[src/rtl/hrm_pkg.sv]
// ----------------------------------------------------------------------------
// HDR radiance merge package
// Shared widths, configuration and job types, register codes and the gamma
// table builder.
// ----------------------------------------------------------------------------
package hrm_pkg;

  localparam int MAX_FRAMES   = 4;
  localparam int SLOT_W       = $clog2(MAX_FRAMES);
  localparam int GAMMA_DEPTH  = 1024;
  localparam int GAMMA_IDX_W  = $clog2(GAMMA_DEPTH);
  localparam int SAMPLE_W     = 16;
  localparam int WEIGHT_W     = 17;
  localparam int NUM_W        = 48;
  localparam int DEN_W        = 20;
  localparam int EXP_W        = 24;
  localparam int DVD_W        = 64;
  localparam int DVS_W        = 48;
  localparam int Q_W          = 40;
  localparam int RQ_W         = 47;
  localparam int NUM_SHIFT    = 14;

  localparam logic [SAMPLE_W-1:0] V_HALF   = 16'h8000;
  localparam logic [WEIGHT_W-1:0] W_ONE    = 17'h10000;
  localparam logic [WEIGHT_W-1:0] W_FLOOR  = 17'd7;
  localparam logic [DVD_W-1:0]    Q_MAX    = 64'h0000_0080_0000_0000;
  localparam logic [DVD_W-1:0]    RQ_MAX   = 64'h0000_7FFF_FFFF_FFFF;
  localparam logic [DVS_W-1:0]    R_ONE    = 48'h0000_4000_0000;
  localparam logic [2:0]          CNT_MAX  = 3'd7;

  // configuration register indexes
  typedef enum logic [2:0] {
    REG_DEPTH_MODE  = 3'd0,
    REG_FRAME_COUNT = 3'd1,
    REG_EXPOSURE_0  = 3'd2,
    REG_EXPOSURE_1  = 3'd3,
    REG_EXPOSURE_2  = 3'd4,
    REG_EXPOSURE_3  = 3'd5,
    REG_REFERENCE   = 3'd6
  } hrm_reg_t;

  typedef struct packed {
    logic                            depth_mode;
    logic [2:0]                      frame_count;
    logic [MAX_FRAMES-1:0][EXP_W-1:0] exposure;
    logic [EXP_W-1:0]                ref_exp;
  } hrm_cfg_t;

  // one classified frame item, as handed from front to back
  typedef struct packed {
    logic [2:0][SAMPLE_W-1:0] v;
    logic [2:0][WEIGHT_W-1:0] w;
    logic                     acc;
    logic [SLOT_W-1:0]        slot;
    logic                     last;
    logic                     cnt_err;
  } hrm_job_t;

  typedef struct packed {
    logic             start;
    logic [DVD_W-1:0] dividend;
    logic [DVS_W-1:0] divisor;
  } hrm_div_req_t;

  typedef struct packed {
    logic             done;
    logic [DVD_W-1:0] quotient;
  } hrm_div_rsp_t;

  typedef logic [15:0] gamma_rom_t [0:GAMMA_DEPTH];

  // G[i] = largest y with y^11 * D^5 <= i^5 * 65535^11
  function automatic gamma_rom_t gamma_rom_init();
    gamma_rom_t  rom;
    logic [255:0] rhs;
    logic [255:0] lhs;
    int          lo;
    int          hi;
    int          mid;
    for (int i = 0; i <= GAMMA_DEPTH; i++) begin
      rhs = 256'd1;
      for (int k = 0; k < 5; k++) rhs = rhs * 256'(i);
      for (int k = 0; k < 11; k++) rhs = rhs * 256'(65535);
      lo = 0;
      hi = 65535;
      while (lo < hi) begin
        mid = (lo + hi + 1) >> 1;
        lhs = 256'd1;
        for (int k = 0; k < 11; k++) lhs = lhs * 256'(mid);
        for (int k = 0; k < 5; k++) lhs = lhs * 256'(GAMMA_DEPTH);
        if (lhs <= rhs) lo = mid;
        else hi = mid - 1;
      end
      rom[i] = 16'(lo);
    end
    return rom;
  endfunction

endpackage

[src/rtl/hrm_front.sv]
// ----------------------------------------------------------------------------
// HDR merge front end
// Accepts frame items, normalizes samples, forms hat weights and frame slot.
// ----------------------------------------------------------------------------
module hrm_front (
  input  logic              clk,
  input  logic              rst,
  input  hrm_pkg::hrm_cfg_t cfg,
  input  logic              pixel_valid,
  output logic              pixel_stall,
  input  logic [15:0]       red_in,
  input  logic [15:0]       green_in,
  input  logic [15:0]       blue_in,
  input  logic              last_frame,
  input  logic              queue_full,
  output logic              push,
  output hrm_pkg::hrm_job_t job
);

  logic [2:0]  frames_seen;
  logic [2:0]  received;
  logic [15:0] raw [0:2];
  logic [15:0] v   [0:2];
  logic [15:0] d   [0:2];
  logic [16:0] w   [0:2];

  assign pixel_stall = queue_full;
  assign push        = pixel_valid && !queue_full;
  assign received    = (frames_seen == hrm_pkg::CNT_MAX) ? hrm_pkg::CNT_MAX
                                                         : frames_seen + 3'd1;

  // sample normalization and hat weight per channel
  always_comb begin
    raw[0] = red_in;
    raw[1] = green_in;
    raw[2] = blue_in;
    for (int c = 0; c < 3; c++) begin
      v[c] = cfg.depth_mode ? raw[c] : {raw[c][7:0], raw[c][7:0]};
      d[c] = (v[c] >= hrm_pkg::V_HALF) ? v[c] - hrm_pkg::V_HALF : hrm_pkg::V_HALF - v[c];
      w[c] = hrm_pkg::W_ONE - {d[c], 1'b0};
      if (w[c] < hrm_pkg::W_FLOOR) w[c] = hrm_pkg::W_FLOOR;
      job.v[c] = v[c];
      job.w[c] = w[c];
    end
    job.acc     = frames_seen < 3'(hrm_pkg::MAX_FRAMES);
    job.slot    = frames_seen[hrm_pkg::SLOT_W-1:0];
    job.last    = last_frame;
    job.cnt_err = received != cfg.frame_count;
  end

  // frame index within the pixel
  always_ff @(posedge clk) begin
    if (rst) begin
      frames_seen <= '0;
    end else if (push) begin
      frames_seen <= last_frame ? 3'd0 : received;
    end
  end

endmodule

[config.mk]
export PLATFORM = sky130hd
export DESIGN_NAME = hrm_front
export DESIGN_NICKNAME = d
export VERILOG_FILES = /design/src/rtl/hrm_pkg.sv /design/src/rtl/hrm_front.sv
export SDC_FILE = /design/constraint.sdc
export NUM_CORES = 1
export LEC_CHECK = 0
export BUFFER_PORTS_ARGS = -buffer_cell sky130_fd_sc_hd__buf_2
export CAP_MARGIN = 20
export CORE_AREA = 4 4 106 108
export CTS_BUF_LIST = sky130_fd_sc_hd__clkbuf_4 sky130_fd_sc_hd__clkbuf_8 sky130_fd_sc_hd__clkbuf_16
export DETAILED_ROUTE_END_ITERATION = 6
export DIE_AREA = 0 0 110 112
export GPL_ROUTABILITY_DRIVEN = 0
export GPL_TIMING_DRIVEN = 0
export PLACE_DENSITY = 0.89
export SYNTH_ARGS = -nofsm -noshare
export SYNTH_HDL_FRONTEND = slang
export SYNTH_SLANG_ARGS = --single-unit
[constraint.sdc]
create_clock -name clk -period 4.57 [get_ports clk]
set_clock_uncertainty 0.2 [all_clocks]
set_input_delay 0.6855 -clock clk [delete_from_list [all_inputs] [get_ports clk]]
set_output_delay 0.6855 -clock clk [all_outputs]
set_load 0.005 [all_outputs]
Word level (Yosys, flattened, before mapping) --
Cells that the tools add are included.
Word-level totals: bits in registers 3, bits in latches 0, bits in writable memories 0, ROM bits 0, input bits 177, output and inout bits 106, word-level logic and storage cells 33, memories kept 0
Operators by class: add/subtract/negate cells 10, multipliers 0, div/mod/pow operators 0, $lt $le $gt $ge 7, equal/unequal tests 2, shift operators 0, mux-type cells 11, bitwise gates (word level) 0, reductions and logical operators 2
Operators by type and width (number):
- 16-bit 2-to-1 mux | 6
- 17-bit by 3-bit less-than comparator with 1-bit output (second input constant) | 3
- 17-bit 2-to-1 mux | 3
- 17-bit subtractor (first input constant) | 3
- 16-bit greater-or-equal comparator (second input constant) | 3
- 16-bit subtractor (first input constant) | 3
- 16-bit subtractor (second input constant) | 3
- 3-bit 2-to-1 mux | 2
- 3-bit by 1-bit adder with 3-bit output (second input constant) | 1
- 3-bit == test (second input constant) | 1
- 3-bit less-than comparator (second input constant) | 1
- 3-bit inequality test | 1
- 1-bit logical AND | 1
- 1-bit zero test | 1

Depth between registers and ports, before layout --
word-level depth 6, depth in mapped cells 13, depth with buffers taken out 10

Worst setup path before layout --
OpenSTA, ideal clock, no wires.
path type input to output, from input port red_in[0], to output port job[5] (netlist name), data arrival time 3.312 ns, data required time 3.684 ns, slack 0.372 ns, stages on the path 11, buffers on the path 1, cells stage by stage clkbuf_1 inv_1 ha_1 nor3b_2 a21oi_2 xnor2_1 or4_4 nor2_2 xor2_1 nand4_1 nor4b_1
RTL lines:
- start, declared | RTL line hrm_front.sv:11 | input logic [15:0] red_in,
- end, declared | RTL line hrm_front.sv:17 | output hrm_pkg::hrm_job_t job

==> flow_summary_export.csv <==
group,metric,value,unit
job,maxCapViolations,0,
global_routing,antenna_found_initial,0,
synth,synthCells,599,
clock_tree,cts_buffer_depth,2,
worst_hold_path,min_from,"frames_seen[1]$_SDFFE_PP0P_",
floorplan,core_area,0.0102,mm²
final_layout,final-seq-area,60.1,µm²
worst_hold_path,min_to,"frames_seen[1]$_SDFFE_PP0P_",
final_layout,post-route-util,0.558,
clock_tree,clk_pin_slew,0.03,ns
clock_tree,tritoncts,"yes",
final_layout,drive_gt1_frac,0.408,
worst_hold_path,hold_path_class,"flip-flop to flip-flop",
synth,syn_avg_cell_area,7.03,µm²
route,routed_wl,16.0,mm
worst_hold_path,holdPathStages,2,
global_routing,grtUsageTotal,0.224,
critical_path,slowest_stage,"xnor2_1",
route,wl_per_cell,17.6,µm
global_routing,use_met3,0.0325,
sta,min_period,4.64,ns
floorplan,rows,37,
synth,ys_types,88,
final_layout,largestRegisters,"frames_seen (3)",
critical_path,cp-end-kind,"output pin",
critical_path,reg2reg_to,"frames_seen[1]$_SDFFE_PP0P_",
final_layout,antenna_cells,0,
route,ant_nets,0,
power_and_ir_drop,leakagePower,0.00241,µW
route,viasPerCell,6.13,
route,via_count,5579,
final_layout,top_register,"frames_seen",
global_routing,use_met1,0.294,
floorplan,chipHeight,112,µm
status,status,"finished with violations",
sta,fin_crit_sh,1.02,
global_routing,grt.overflow.total,0,
final_layout,syn2layout_area_growth,35.6,%
clock_tree,insertion_delay,0.22,ns
critical_path,startpoint_type,"input pin",
final_layout,fin_cells,910,
route,dr.pass1.iters,6,
clock_tree,cts_buffers,3,
critical_path,slowest_delay,0.45,ns
clock_tree,htree_levels,1,
synth,synth_top_cell_area_share,0.125,
synth,synth-seq-cells,3,
critical_path,cp.arrival,3.76,ns
sta,relSlewSlack,0.505,
critical_path,critical_path_class,"input pin to output pin",
placed_design,io_buffer_count,154,
sta,fmax,215,MHz
synth,synthArstFlopShare,0,
sta,fin_ws,-0.0711,ns
critical_path,r2r-start,"frames_seen[0]$_SDFFE_PP0P_",
synth,syn-cell-area,0.00421,mm²
critical_path,worstPathMaxFanout,7,
final_layout,largest_reg_flops,3,
floorplan,start_util,0.411,
clock_tree,cts_sinks,3,
global_routing,gr-usage-met2,0.377,
synth,synth.top_cells.by_count,"xnor2_1, nand2_1, nor2_1",
synth,yosys_warnings,0,
sta,tns,-0.0998,ns
status,failed_checks,"setup timing",
global_routing,grt_max_degree,11,
floorplan,die_x,110,µm
clock_tree,clockRootBuffer,"clkbuf_8",
critical_path,cp.required,3.68,ns
sta,grt_setup_unrepaired,"yes",
power_and_ir_drop,p_per_area,135,mW/mm²
sta,slew_violations,0,
synth,yosysSeqAreaShare,0.0143,
critical_path,path_cells,"buf_2 > nor3_2 > a21oi_1 > xnor2_1 > nand4_1 > buf_4 > nor4_2 > o221ai_1 > a2111oi_4 > o21bai_1 > buf_2",
synth,netlist_top_cells_area,"xnor2_1, buf_4, mux2i_1",
placed_design,dp_hpwl,11.5,mm
placed_design,place_ws,-0.344,ns
synth,synth_ff_type,"dfxtp_1",
sta,hold_viol,0,
critical_path,rr_worst_depth,5,
critical_path,cpMostUsedCell,"buf_2",
sta,finalSetupViolations,2,
final_layout,fill_cells,917,
global_routing,grt_pass1_vias,4926,
critical_path,reg2reg_slack,3.13,ns
clock_tree,holdBufCountCts,0,
sta,worst_pin_slew,0.743,ns
route,drt-initial-drc-count,480,
final_layout,final_nets,959,
global_routing,grt_pass1_wl,23.3,mm
route,drc,0,
synth,yosysMostFrequentCell,"xnor2_1",
power_and_ir_drop,vdd_drop_max,142,µV
placed_design,dp.cells,889,
floorplan,top_level_ports,283,
synth,yosysTopAreaCell,"xnor2_1",
global_routing,busiest_layer,"met2",
synth,synth_edf_count,0,
final_layout,multiInputGateArea,0.00396,mm²
floorplan,dieArea,0.0123,mm²
synth,synth_nets,783,
[critical path, delay by kind of cell]
| kind | cells | cell delay [ns] |
|---|---|---|
| AO/OA/AOI/OAI | 4 | 0.96 |
| XOR/XNOR | 1 | 0.45 |
| buffers and inverters | 3 | 0.52 |
| AND/OR/NAND/NOR | 3 | 1.14 |
[cells by family (layout without fill, tap and decap cells)]
| logic type | count (synthesis) | count (layout) | synth area share |
|---|---|---|---|
| adders and majority gates | 7 | 7 | 0.0208 |
| AOI/OAI and AO/OA | 148 | 148 | 0.253 |
| DFF | 3 | 3 | 0.0143 |
| and+or+nand+nor | 235 | 235 | 0.330 |
| muxes | 33 | 33 | 0.0993 |
| buffers and inverters | 102 | 277 | 0.133 |
| xor gates and xnor gates | 71 | 71 | 0.150 |
[metrics by stage]
stage	cell area, µm²	hold WS (ns)	power, µW
after global placement	5150	0.333	604
after detailed placement	5150	0.335	614
after floorplan	4210	0.286	420
after CTS	5350	0.339	717
final	5710	0.341	773
after global routing	5710	0.382	830
[worst max-delay path by stage]
| stage | slack (ns) | end | cells after the start | startpoint |
|---|---|---|---|---|
| floorplan | 0.37 | job[5] | 11 | red_in[0] |
| global placement | -0.31 | job[24] | 11 | green_in[0] |
| detailed placement | -0.34 | job[24] | 11 | green_in[0] |
| CTS | 0.0002 | job[6] | 13 | red_in[1] |
| global route | -0.28 | job[24] | 11 | green_in[4] |
| finish | -0.07 | job[24] | 11 | green_in[4] |
[power breakdown]
| group | internal, µW | switching (µW) |
|---|---|---|
| Clock | 65.5 | 18.5 |
| Sequential | 26.9 | 0.815 |
| Combinational | 279 | 382 |
| Total | 372 | 401 |
[repair_timing]
item                       CTS  global route
hold endpoints to repair     0             0
setup buffers                6            11
resized for setup           19            53
setup endpoints to repair   10            11
pin swaps                    3            13
[cells in the final DEF, fill, tap and decap left out, drive strengths merged, types with 4 or more instances in the layout]
master,synthesis,final
a31oi,8,8
nand2,43,43
nor2,44,44
o21ai,29,29
a21oi,27,27
and3,10,10
inv,43,43
buf,45,217
ha,7,7
clkbuf,14,17
a21o,5,5
a211o,5,5
nor3,23,23
nand2b,8,8
nand3b,4,4
nand3,14,14
xnor2,61,61
or3,8,8
or4,11,11
nor3b,6,6
nand4,16,16
o211ai,6,6
o31ai,13,13
nor4,17,17
a22oi,5,5
o22ai,4,4
xor2,10,10
mux2i,31,31
a211oi,9,9
nor4b,9,9
and2,11,11
[metal layers]
metal  share of wire  up-vias
li1                -     2555
met1            0.39     2521
met2            0.47      432
met3            0.11       71
met4           0.035        0
met5               0        -
[area by class of cell]
type / instances / share of cell area
Inverter: 43 / 0.0283
Tap cell: 136 / 0.0298
Timing Repair Buffer: 171 / 0.157
Sequential cell: 3 / 0.0105
Multi-Input combinational cell: 494 / 0.694
Clock buffer: 4 / 0.00855
Buffer: 59 / 0.0719
Power figures use the tool's default switching activity.
