<file path="src/rtl/hrm_pkg.sv">
// ----------------------------------------------------------------------------
// HDR radiance merge package
// Shared widths, configuration and job types, register codes and the gamma
// table builder.
// ----------------------------------------------------------------------------
package hrm_pkg;

  localparam int MAX_FRAMES   = 4;
  localparam int SLOT_W       = $clog2(MAX_FRAMES);
  localparam int GAMMA_DEPTH  = 1024;
  localparam int GAMMA_IDX_W  = $clog2(GAMMA_DEPTH);
  localparam int SAMPLE_W     = 16;
  localparam int WEIGHT_W     = 17;
  localparam int NUM_W        = 48;
  localparam int DEN_W        = 20;
  localparam int EXP_W        = 24;
  localparam int DVD_W        = 64;
  localparam int DVS_W        = 48;
  localparam int Q_W          = 40;
  localparam int RQ_W         = 47;
  localparam int NUM_SHIFT    = 14;

  localparam logic [SAMPLE_W-1:0] V_HALF   = 16'h8000;
  localparam logic [WEIGHT_W-1:0] W_ONE    = 17'h10000;
  localparam logic [WEIGHT_W-1:0] W_FLOOR  = 17'd7;
  localparam logic [DVD_W-1:0]    Q_MAX    = 64'h0000_0080_0000_0000;
  localparam logic [DVD_W-1:0]    RQ_MAX   = 64'h0000_7FFF_FFFF_FFFF;
  localparam logic [DVS_W-1:0]    R_ONE    = 48'h0000_4000_0000;
  localparam logic [2:0]          CNT_MAX  = 3'd7;

  // configuration register indexes
  typedef enum logic [2:0] {
    REG_DEPTH_MODE  = 3'd0,
    REG_FRAME_COUNT = 3'd1,
    REG_EXPOSURE_0  = 3'd2,
    REG_EXPOSURE_1  = 3'd3,
    REG_EXPOSURE_2  = 3'd4,
    REG_EXPOSURE_3  = 3'd5,
    REG_REFERENCE   = 3'd6
  } hrm_reg_t;

  typedef struct packed {
    logic                            depth_mode;
    logic [2:0]                      frame_count;
    logic [MAX_FRAMES-1:0][EXP_W-1:0] exposure;
    logic [EXP_W-1:0]                ref_exp;
  } hrm_cfg_t;

  // one classified frame item, as handed from front to back
  typedef struct packed {
    logic [2:0][SAMPLE_W-1:0] v;
    logic [2:0][WEIGHT_W-1:0] w;
    logic                     acc;
    logic [SLOT_W-1:0]        slot;
    logic                     last;
    logic                     cnt_err;
  } hrm_job_t;

  typedef struct packed {
    logic             start;
    logic [DVD_W-1:0] dividend;
    logic [DVS_W-1:0] divisor;
  } hrm_div_req_t;

  typedef struct packed {
    logic             done;
    logic [DVD_W-1:0] quotient;
  } hrm_div_rsp_t;

  typedef logic [15:0] gamma_rom_t [0:GAMMA_DEPTH];

  // G[i] = largest y with y^11 * D^5 <= i^5 * 65535^11
  function automatic gamma_rom_t gamma_rom_init();
    gamma_rom_t  rom;
    logic [255:0] rhs;
    logic [255:0] lhs;
    int          lo;
    int          hi;
    int          mid;
    for (int i = 0; i <= GAMMA_DEPTH; i++) begin
      rhs = 256'd1;
      for (int k = 0; k < 5; k++) rhs = rhs * 256'(i);
      for (int k = 0; k < 11; k++) rhs = rhs * 256'(65535);
      lo = 0;
      hi = 65535;
      while (lo < hi) begin
        mid = (lo + hi + 1) >> 1;
        lhs = 256'd1;
        for (int k = 0; k < 11; k++) lhs = lhs * 256'(mid);
        for (int k = 0; k < 5; k++) lhs = lhs * 256'(GAMMA_DEPTH);
        if (lhs <= rhs) lo = mid;
        else hi = mid - 1;
      end
      rom[i] = 16'(lo);
    end
    return rom;
  endfunction

endpackage

</file>
<file path="src/rtl/hrm_queue.sv">
// ----------------------------------------------------------------------------
// HDR merge job queue
// Two-entry FIFO between the classifying front and the arithmetic back.
// ----------------------------------------------------------------------------
module hrm_queue (
  input  logic              clk,
  input  logic              rst,
  input  logic              push,
  input  hrm_pkg::hrm_job_t push_job,
  output logic              full,
  input  logic              pop,
  output logic              nonempty,
  output hrm_pkg::hrm_job_t head
);

  hrm_pkg::hrm_job_t entries [0:1];
  logic              wr_ptr;
  logic              rd_ptr;
  logic [1:0]        count;

  assign full     = count == 2'd2;
  assign nonempty = count != 2'd0;
  assign head     = entries[rd_ptr];

  always_ff @(posedge clk) begin
    if (push) entries[wr_ptr] <= push_job;
  end

  always_ff @(posedge clk) begin
    if (rst) begin
      wr_ptr <= 1'b0;
      rd_ptr <= 1'b0;
      count  <= '0;
    end else begin
      if (push) wr_ptr <= !wr_ptr;
      if (pop) rd_ptr <= !rd_ptr;
      count <= count + 2'(push) - 2'(pop);
    end
  end

endmodule

</file>
<file path="config.mk">
export PLATFORM = sky130hd
export DESIGN_NAME = hrm_queue
export DESIGN_NICKNAME = d
export VERILOG_FILES = /design/src/rtl/hrm_pkg.sv /design/src/rtl/hrm_queue.sv
export SDC_FILE = /design/constraint.sdc
export NUM_CORES = 1
export LEC_CHECK = 0
export BUFFER_PORTS_ARGS = -buffer_cell sky130_fd_sc_hd__buf_2
export CORE_ASPECT_RATIO = 0.6
export CORE_MARGIN = 5
export CORE_UTILIZATION = 45
export DETAILED_ROUTE_END_ITERATION = 16
export MAX_ROUTING_LAYER = met4
export PLACE_DENSITY = 0.7
export SYNTH_ARGS = -nofsm -noshare
export SYNTH_HDL_FRONTEND = slang
export SYNTH_SLANG_ARGS = --single-unit
export TNS_END_PERCENT = 20
</file>
<file path="constraint.sdc">
create_clock -name clk -period 7.9 [get_ports clk]
set_input_delay 1.185 -clock clk [delete_from_list [all_inputs] [get_ports clk]]
set_output_delay 1.185 -clock clk [all_outputs]
set_load 0.05 [all_outputs]
</file>
Word-level counts from Yosys, hierarchy flattened

Memory sizes are Yosys's and may differ from the RTL's. A register that Yosys moved wholly into a read port is not among the register bits.
Index checks and enable logic that the tools add are counted.

Flip-flop bits (word level): 4
RAM bits: 208
Bits of input ports: 108
Output and inout port bits: 106
Logic and storage cells: 14
Memories: 1

Memories:

| memory  | depth | bits a word | rd ports | clocked after Yosys merged registers in | write ports | RTL line        | source |
|---|---|---|---|---|---|---|---|
| entries | 2     | 104         | 1        | 1                                       | 1           | hrm_queue.sv:16 | `hrm_pkg::hrm_job_t entries [0:1];` |

Add/sub/neg operators: 2
Eq/ne operators: 1
Multiplexer cells: 4
Reductions and logical operators: 3

Operator list:

| kind                                        | count |
|---|---|
| two-way mux 1 bit                           | 4 |
| adder 2 x 1 -> 2 bit                        | 1 |
| equality test 2 bit (second input constant) | 1 |
| logical NOT 1 bit                           | 2 |
| nonzero test 2 bit                          | 1 |
| subtractor 2 x 1 -> 2 bit                   | 1 |

Depth between registers and ports, before layout

Gate-level depths: netlist of run 1.

Word-level depth: 3
Mapped depth: 6
Gate-level depth less buffers: 6

Least setup slack after synthesis of run 1

No wires, ideal clock.

Path kind: input to register
Start: input port push
End: memory entries[0][0] in the netlist's numbering (enable)
Setup time: 580 ps
Arrival: 5,708 ps
Path slack: 1,612 ps
Stages: 1
Buffers on the path: 0
Cells stage by stage: nor2b_1

Longest elaborated chain between the ends: 2

Ends and longest elaborated chain:

| item                                    | RTL line        | source |
|---|---|---|
| start: declaration                      | hrm_queue.sv:8  | `input logic push,` |
| two-way mux 1 bit                       | hrm_queue.sv:26 | `if (push) entries[wr_ptr] <= push_job;` |
| two-way mux 1 bit (not written as such) | hrm_queue.sv:26 |  |
| end: declaration                        | hrm_queue.sv:16 |  |

Every way passes these cells.

==> results of run 1 <==
==> synth_stat cells <==
cell type,count
sky130_fd_sc_hd__buf_6,7
sky130_fd_sc_hd__mux2_2,44
sky130_fd_sc_hd__nor2_1,4
sky130_fd_sc_hd__xnor3_1,1
sky130_fd_sc_hd__inv_1,2
sky130_fd_sc_hd__buf_8,1
sky130_fd_sc_hd__or2_2,1
sky130_fd_sc_hd__mux2_4,60
sky130_fd_sc_hd__xnor2_1,2
sky130_fd_sc_hd__dfxtp_1,5
sky130_fd_sc_hd__edfxtp_1,208
sky130_fd_sc_hd__buf_2,4
sky130_fd_sc_hd__nor2b_1,3
sky130_fd_sc_hd__ha_1,2
sky130_fd_sc_hd__and2_1,1
==> power by group through the flow <==
stage               Combinational [W]  Sequential, W  Clock, W
floorplan                    0.000384        0.00136         0
global placement             0.000478        0.00137         0
detailed placement           0.000484        0.00137         0
CTS                          0.000485        0.00135   0.00102
global route                 0.000502        0.00136   0.00107
finish                       0.000480        0.00135  0.000988
==> cells by family (layout without fill, tap and decap cells) <==
kind of cell | after synthesis | after routing | share of synthesized area
flops | 213 | 213 | 0.796
mux | 104 | 104 | 0.175
buf+inv | 14 | 253 | 0.0152
simple gates | 9 | 9 | 0.00581
xor+xnor | 3 | 3 | 0.00502
fa+ha+maj | 2 | 2 | 0.00314
other cells | 0 | 3 | 0
==> how the worst min path moves through the flow <==
stage / start / endpoint / slack (ns) / cells past startpoint
2_1_floorplan: rd_ptr / flop / 0.48 / 2
6_report: rd_ptr / flop / 0.53 / 2
4_1_cts: rd_ptr / flop / 0.53 / 2
5_1_grt: rd_ptr / flop / 0.57 / 2
3_5_place_dp: rd_ptr / flop / 0.51 / 2
3_3_place_gp: rd_ptr / rd_ptr / 0.50 / 2
==> metal layers <==
layer  track usage  part of all wire
met1         0.190              0.45
met3        0.0517             0.095
met5             -                 0
met2         0.217              0.44
met4        0.0295             0.019
==> worst max-delay path, stage by stage, from the launching register on <==
cell and delay, ns:
sky130_fd_sc_hd__dfxtp_4 0.87, sky130_fd_sc_hd__buf_4 0.83, sky130_fd_sc_hd__mux2_2 0.43, sky130_fd_sc_hd__buf_2 0.22
==> registers in the layout (all words and copies together), names as in the netlist, named ones only <==
signal / flops
rd_ptr: 1
wr_ptr: 1
count: 2
entries: 208
==> cell type report <==
cell class                      count  share of cell area
Sequential cell                   213               0.638
Timing Repair Buffer              217               0.110
Antenna cell                        3            0.000754
Tap cell                          234              0.0294
Inverter                            2            0.000754
Clock inverter                      8              0.0141
Clock buffer                       26              0.0547
Multi-Input combinational cell    118               0.152
==> per-stage QoR <==
step / cell area (um^2) / worst slack (ns) / cells / hold slack [ns] / total power (W)
2_1_floorplan: 7980 / 1.61 / 345 / 0.480 / 0.00175
3_3_place_gp: 9260 / 4.33 / 784 / 0.502 / 0.00185
3_5_place_dp: 9260 / 4.27 / 784 / 0.514 / 0.00186
4_1_cts: 9950 / 3.78 / 818 / 0.530 / 0.00285
5_1_grt: 9960 / 3.66 / 821 / 0.566 / 0.00292
6_report: 9960 / 3.82 / 821 / 0.529 / 0.00282
==> placed cells by master, fill, tap and decap left out, drive strengths merged <==
cell / instances
xnor2: 2
clkbuf: 26
diode: 3
edfxtp: 208
clkinvlp: 1
dfxtp: 5
inv: 2
bufinv: 4
ha: 2
xnor3: 1
mux2: 104
or2: 1
clkinv: 3
buf: 217
and2: 1
nor2: 4
nor2b: 3
==> results.yml, run 1 <==
run_status:
  run_status: "finished, final reports clean"
critical_path:
  reg2reg_from: "wr_ptr"
  worstReg2RegEnd: "entries[1][85]"
  worst_ep_arrival_time_ns: 2.89
  worst_r2r_path_depth: 2
  critPathRequiredTime_ns: 6.71
  critPathCapture: "head[0]"
  crit_type: "flop to output port"
  end_kind: "output port"
  reg2reg_setup_slack_ns: 5.71
  critical_path_peak_fanout: 53
  cp-start-kind: "flop"
cts:
  cts_inserted_buffers: 20
  numClockSinks: 213
  buffers_inserted_by_post_cts_timing_repair: 0
  tritoncts: "done"
  cts_root_buf: "sky130_fd_sc_hd__clkbuf_16"
  clkLatencyLatePin_ns: 0.47
  clkTransAtPathRegs_ns: 0.06
  cts.path.max_buffers: 3
  h-tree-depth: 1
  cts_repair_resizes: 0
  cts-hold-fix-buffers: 0
cells_and_area:
  syn2layout_area_growth_pct: 24.8
  final-seq-area_mm2: 0.00635
  fin_nets: 682
  multi_input_comb_area_mm2: 0.00152
  layout.filler_cells: 1329
  final_core_utilization: 0.577
  final_layout_size_suffix_gt1_frac: 0.603
synth:
  netlist_area_mm2: 0.00798
  netlist.area_leader.share: 0.783
  syn-instance-count: 345
  synth.ff_latch_count: 213
  yosys_warnings: 0
  post-synth-top-area-cell: "sky130_fd_sc_hd__edfxtp_1"
  synth.yosys.seq_area_share: 0.796
  synthesis.nets: 455
  leading_cell_types_by_total_area_after_synthesis: "sky130_fd_sc_hd__edfxtp_1, sky130_fd_sc_hd__mux2_4, sky130_fd_sc_hd__mux2_2"
  synth_area_per_cell_um2: 23.1
  synth_cell_type_count: 15
drt:
  total_wire_length_mm: 15.2
  num_vias: 3928
  route.detailed.drc: 0
  ant_nets: 0
  first_iter_violations: 192
  wl_per_cell_um: 18.5
  first_pass_detailed_route_iteration_total: 6
  route.detailed.vias_per_inst: 4.78
floorplan:
  core_area_mm2: 0.0173
  core.rowCount: 37
  die_h_um: 113
  initial_core_util: 0.462
  fp.dieW_um: 182
  ios: 214
  floorplan.die_area_mm2: 0.0206
grt:
  grt_overflow_total: 0
  track_usage: 0.144
  wire_length_of_the_first_global_routing_pass_mm: 22.4
  first_global_vias: 4248
  initial_antenna_violation_count: 3
  grt_max_degree: 59
power_and_ir_drop:
  switching_power_w: 0.000732
  power_report.internal_total_w: 0.00209
  p_leak_nw: 3.86
  clock_power_share: 0.351
  ir_worst_vdd_uv: 145
  power_frac_seq: 0.479
  share_comb_of_total_power: 0.170
  sw_frac_of_total: 0.260
  power-per-cell-area_mw_per_mm2: 283
timing:
  setup_repair_after_global_routing_missed_its_margin: "no"
  finClkSkew_ns: 0.00653
  min_period_over_period: 0.516
  setup_viol: 0
  count_of_pins_over_their_slew_limit: 0
  final-hold-violation-count: 0
  final.setup.tns_ns: 0
  fmax_mhz: 245
  tightestPinTransition_ns: 0.908
  post-route-min-period_ns: 4.08
  headroom_to_the_max_slew_limit: 0.395
place:
  port-buffer-count: 213
  finalWeightedCongestion: 0.772
  post-dp-hpwl_mm: 10.5
hold_path:
  worst_hold_path_type: "flop to flop"
job:
  max_cap_viol_count: 0
Note: power is estimated with default switching activity, not from simulation.
==> run 2, diff against run 1 <==
==> constraint.sdc (replaced) <==
create_clock -name clk -period 4.2 [get_ports clk]
set_input_delay 0.63 -clock clk [delete_from_list [all_inputs] [get_ports clk]]
set_output_delay 0.63 -clock clk [all_outputs]
set_load 0.05 [all_outputs]
==> run 2 against run 1 <==
Compared with the run above: critical path depth unchanged; sequential share of layout area is 0.13 points higher; clock-buffer cell count rose by 4; first-iteration DRC count up 60%; worst hold slack got worse by 0.19 ns; sequential power rose by 88%.
==> results.yml, run 2 (synthesized netlist as in run 1, its figures left out) <==
power_and_ir_drop:
  power-per-cell-area_mw_per_mm2: 521
  ir_worst_vdd_uv: 426
  p_leak_nw: 3.86
critical_path:
  critPathRequiredTime_ns: 3.57
  critical_path.slowest_cell: "sky130_fd_sc_hd__dfxtp_4"
  reg2reg_setup_slack_ns: 2.33
  path_cells: "buf_4 > mux2_2 > buf_2"
  worst-path-buf-inv: 2
  cp-start-kind: "flop"
  slowest_delay_ns: 0.83
  crit_type: "flop to output port"
  reg2reg_from: "wr_ptr"
  critical_path_peak_fanout: 46
  end_kind: "output port"
  worst_ep_arrival_time_ns: 2.34
  worst_path_dominant_cell_family: "flip-flops"
drt:
  route.detailed.drc: 0
  route.detailed.vias_per_inst: 4.79
  first_pass_detailed_route_iteration_total: 4
  highest_layer: "met4"
  total_wire_length_mm: 15.2
  met2RoutedLength_mm: 6.60
  num_vias: 3946
  wl_per_cell_um: 18.5
  ant_nets: 0
  routedLengthMet1_mm: 7.03
  routed-wl-met3_mm: 1.33
  first_iter_violations: 307
cts:
  cts_root_buf: "sky130_fd_sc_hd__clkbuf_16"
  clkTransAtPathRegs_ns: 0.06
  numClockSinks: 213
  h-tree-depth: 1
  cts_repair_resizes: 0
  tritoncts: "done"
  buffers_inserted_by_post_cts_timing_repair: 0
  cts_inserted_buffers: 21
  cts.path.max_buffers: 3
  clkLatencyLatePin_ns: 0.48
  cts-hold-fix-buffers: 0
timing:
  min_period_over_period: 0.708
  finClkSkew_ns: 0.00886
  tightestPinTransition_ns: 0.741
  post-route-min-period_ns: 2.97
  final.setup.tns_ns: 0
  setup_viol: 0
  setup_repair_after_global_routing_missed_its_margin: "no"
  headroom_to_the_max_slew_limit: 0.506
  count_of_pins_over_their_slew_limit: 0
  fmax_mhz: 336
  final-hold-violation-count: 0
cells_and_area:
  regMostFlops: "entries"
  largest_register_ff_count: 208
  layout_commonest_cell: "sky130_fd_sc_hd__buf_2"
  layout.filler_cells: 1332
  fin_nets: 684
  final_layout_size_suffix_gt1_frac: 0.602
  mostFrequentLayoutCells: "sky130_fd_sc_hd__buf_2, sky130_fd_sc_hd__edfxtp_1, sky130_fd_sc_hd__mux2_4, sky130_fd_sc_hd__mux2_2, sky130_fd_sc_hd__clkbuf_16"
  syn2layout_area_growth_pct: 24.6
  multi_input_comb_area_mm2: 0.00152
  largestRegisters: "entries x208, count x2"
  final_core_utilization: 0.575
  final-seq-area_mm2: 0.00635
floorplan:
  fp.dieW_um: 182
  core.rowCount: 37
  initial_core_util: 0.462
  ios: 214
  core_area_mm2: 0.0173
  die_h_um: 113
  floorplan.die_area_mm2: 0.0206
grt:
  grt_overflow_total: 0
  wire_length_of_the_first_global_routing_pass_mm: 23.3
  initial_antenna_violation_count: 1
  grt_max_degree: 105
  first_global_vias: 4272
  track_usage: 0.148
place:
  port-buffer-count: 213
  post-dp-hpwl_mm: 10.4
  finalWeightedCongestion: 0.809
run_status:
  run_status: "finished, final reports clean"
hold_path:
  min_from: "push_job[61]"
  worst_hold_path_type: "input pin to flop"
job:
  max_cap_viol_count: 0
-- run 2: final timing paths --
path	endpoint	cells after the start
worst min-delay path	entries[0][61]	1
worst min register to register	flop	2
worst max register to register	entries[1][30]	2
worst max-delay path	head[103]	3
-- run 2: power breakdown --
part | leakage, nW | internal [W] | switching (W) | total [W]
Combinational | 1.55 | 0.000286 | 0.000621 | 0.000908
Clock | 0.314 | 0.00102 | 0.000715 | 0.00173
Sequential | 1.99 | 0.00248 | 0.0000531 | 0.00254
-- run 2: area by class of cell --
cell class              instances  share of cell area
repair buffers                218               0.114
flip-flops and latches        213               0.639
multi-input cells             118               0.153
diodes                          1            0.000252
inverters                       2            0.000756
well taps                     234              0.0295
clock inverters                 7             0.00579
clock buffers                  30              0.0583
-- run 2: stage by stage --
stage	hold slack (ns)	instance area, um^2	instances	total power (W)	setup slack (ns)
4_1_cts	0.313	9930	822	0.00524	1.18
2_1_floorplan	0.480	7980	345	0.00328	0.419
3_5_place_dp	0.506	9300	785	0.00350	1.70
6_report	0.338	9940	823	0.00518	1.23
5_1_grt	0.311	9940	823	0.00538	1.10
3_3_place_gp	0.495	9300	785	0.00348	1.72
-- run 2: metal layers --
metal,track usage,vias to the layer above
met1,0.207,1938
met5,-,-
li1,-,1816
met4,0.0325,0
met2,0.219,177
met3,0.0405,15
==> run 3, diff against run 2 <==
==> constraint.sdc (replaced) <==
create_clock -name clk -period 3.1 [get_ports clk]
set_input_delay 0.465 -clock clk [delete_from_list [all_inputs] [get_ports clk]]
set_output_delay 0.465 -clock clk [all_outputs]
set_load 0.05 [all_outputs]
==> run 3 against run 2 <==
Compared with the run above: clock skew up 0.0099 ns; cell count is the same; largest cell class unchanged; combinational power increased by 38%.
==> results.yml, run 3 (synthesized netlist as in run 1, its figures left out) <==
run_status:
  run_status: "finished, final reports clean"
drt:
  num_vias: 3947
  first_pass_detailed_route_iteration_total: 4
  first_iter_violations: 260
  wl_per_cell_um: 18.5
  route.detailed.vias_per_inst: 4.80
  ant_nets: 0
  total_wire_length_mm: 15.2
  route.detailed.drc: 0
cells_and_area:
  largestRegisters: "entries x208, count x2"
  layout_commonest_cell: "sky130_fd_sc_hd__buf_2"
  finalInstanceArea_mm2: 0.00990
  syn2layout_area_growth_pct: 24.2
  mostFrequentLayoutCells: "sky130_fd_sc_hd__buf_2, sky130_fd_sc_hd__edfxtp_1, sky130_fd_sc_hd__mux2_4, sky130_fd_sc_hd__mux2_2, sky130_fd_sc_hd__clkbuf_16"
  largest_register_ff_count: 208
  layout.filler_cells: 1330
  final_layout_size_suffix_gt1_frac: 0.600
  regMostFlops: "entries"
  fin_nets: 684
grt:
  track_usage: 0.148
  grt_max_degree: 71
  wire_length_of_the_first_global_routing_pass_mm: 23.3
  grt_overflow_total: 0
  initial_antenna_violation_count: 2
  first_global_vias: 4294
place:
  finalWeightedCongestion: 0.793
  placedInstanceArea_mm2: 0.00932
  port-buffer-count: 213
  post-dp-hpwl_mm: 10.5
power_and_ir_drop:
  p_leak_nw: 3.84
  power_w: 0.00687
  power-per-cell-area_mw_per_mm2: 693
  ir_worst_vdd_uv: 461
timing:
  setup_viol: 0
  fmax_mhz: 393
  count_of_pins_over_their_slew_limit: 0
  min_period_over_period: 0.821
  post-route-min-period_ns: 2.55
  final-hold-violation-count: 0
  tightestPinTransition_ns: 0.955
  finClkSkew_ns: 0.0187
  headroom_to_the_max_slew_limit: 0.363
  setup_repair_after_global_routing_missed_its_margin: "no"
critical_path:
  path_cells: "buf_12 > mux2_2 > buf_2"
  worst_r2r_path_depth: 2
  critical_path_peak_fanout: 41
  worst_path_dominant_cell_family: "flip-flops"
  worst_ep_arrival_time_ns: 2.08
  slowest_delay_ns: 0.62
  worst-path-buf-inv: 2
  crit_cells: 3
  critPathRequiredTime_ns: 2.63
  end_kind: "output port"
  reg2reg_from: "wr_ptr"
  critical_path.slowest_cell: "sky130_fd_sc_hd__dfxtp_4"
  cp-start-kind: "flop"
  crit_type: "flop to output port"
hold_path:
  whs_path_depth: 1
  worst_hold_path_type: "input pin to flop"
  min_from: "push_job[20]"
cts:
  cts_inserted_buffers: 20
  cts_root_buf: "sky130_fd_sc_hd__clkbuf_16"
  buffers_inserted_by_post_cts_timing_repair: 0
  tritoncts: "done"
  h-tree-depth: 1
  cts_repair_resizes: 0
  numClockSinks: 213
  cts.path.max_buffers: 3
  cts-hold-fix-buffers: 0
  clkLatencyLatePin_ns: 0.48
  clkTransAtPathRegs_ns: 0.06
floorplan:
  fp.dieW_um: 182
  initial_core_util: 0.462
  floorplan.die_area_mm2: 0.0206
  core_area_mm2: 0.0173
  core.rowCount: 37
  die_h_um: 113
  ios: 214
job:
  max_cap_viol_count: 0
-- run 3: cell types whose count changed in the layout (fill, tap and decap cells not counted), sizes merged --
| cell | previous run | this run |
|---|---|---|
| clkinv | 6 | 7 |
| clkbuf | 30 | 28 |
| buf | 218 | 219 |
| diode | 1 | 2 |
| bufinv | 1 | 0 |
-- run 3: final cells by class --
| cell class | instances | area, um^2 | share of cell area |
|---|---|---|---|
| timing repair buffer | 219 | 1150 | 0.116 |
| clock buffer | 28 | 552 | 0.0557 |
| multi-input combinational | 118 | 1520 | 0.153 |
| antenna | 2 | 5.00 | 0.000505 |
| clock inverter | 7 | 31.3 | 0.00316 |
| sequential | 213 | 6350 | 0.641 |
| tap | 234 | 293 | 0.0296 |
| inverter | 2 | 7.51 | 0.000758 |
-- run 3: through the flow --
step	worst slack, ns	setup TNS [ns]	utilization	cells	hold slack [ns]
2_1_floorplan	-0.227	-23.59	-	345	0.480
3_3_place_gp	1.10	0	0.540	786	0.494
3_5_place_dp	1.06	0	0.540	786	0.510
4_1_cts	0.532	0	0.573	821	0.147
5_1_grt	0.484	0	0.574	823	0.147
6_report	0.554	0	0.574	823	0.170
-- run 3: routing by layer --
layer | up-vias | wire length (um) | track usage
li1 | 1824 | - | -
met1 | 1931 | 6600 | 0.192
met2 | 168 | 6820 | 0.226
met3 | 24 | 1510 | 0.0556
met4 | 0 | 291 | 0.0305
met5 | - | 0 | -
-- run 3: worst paths after layout --
| check | endpoint | slack [ns] |
|---|---|---|
| max reg2reg | entries[0][64] | 1.44 |
| max | head[2] | 0.55 |
| min reg2reg | flop | 0.53 |
| min | entries[1][20] | 0.17 |
-- run 3: where the power goes --
part	switching (W)	internal, W
clock	0.000955	0.00124
combinational	0.000859	0.000390
sequential	0.0000582	0.00336
total	0.00187	0.00499
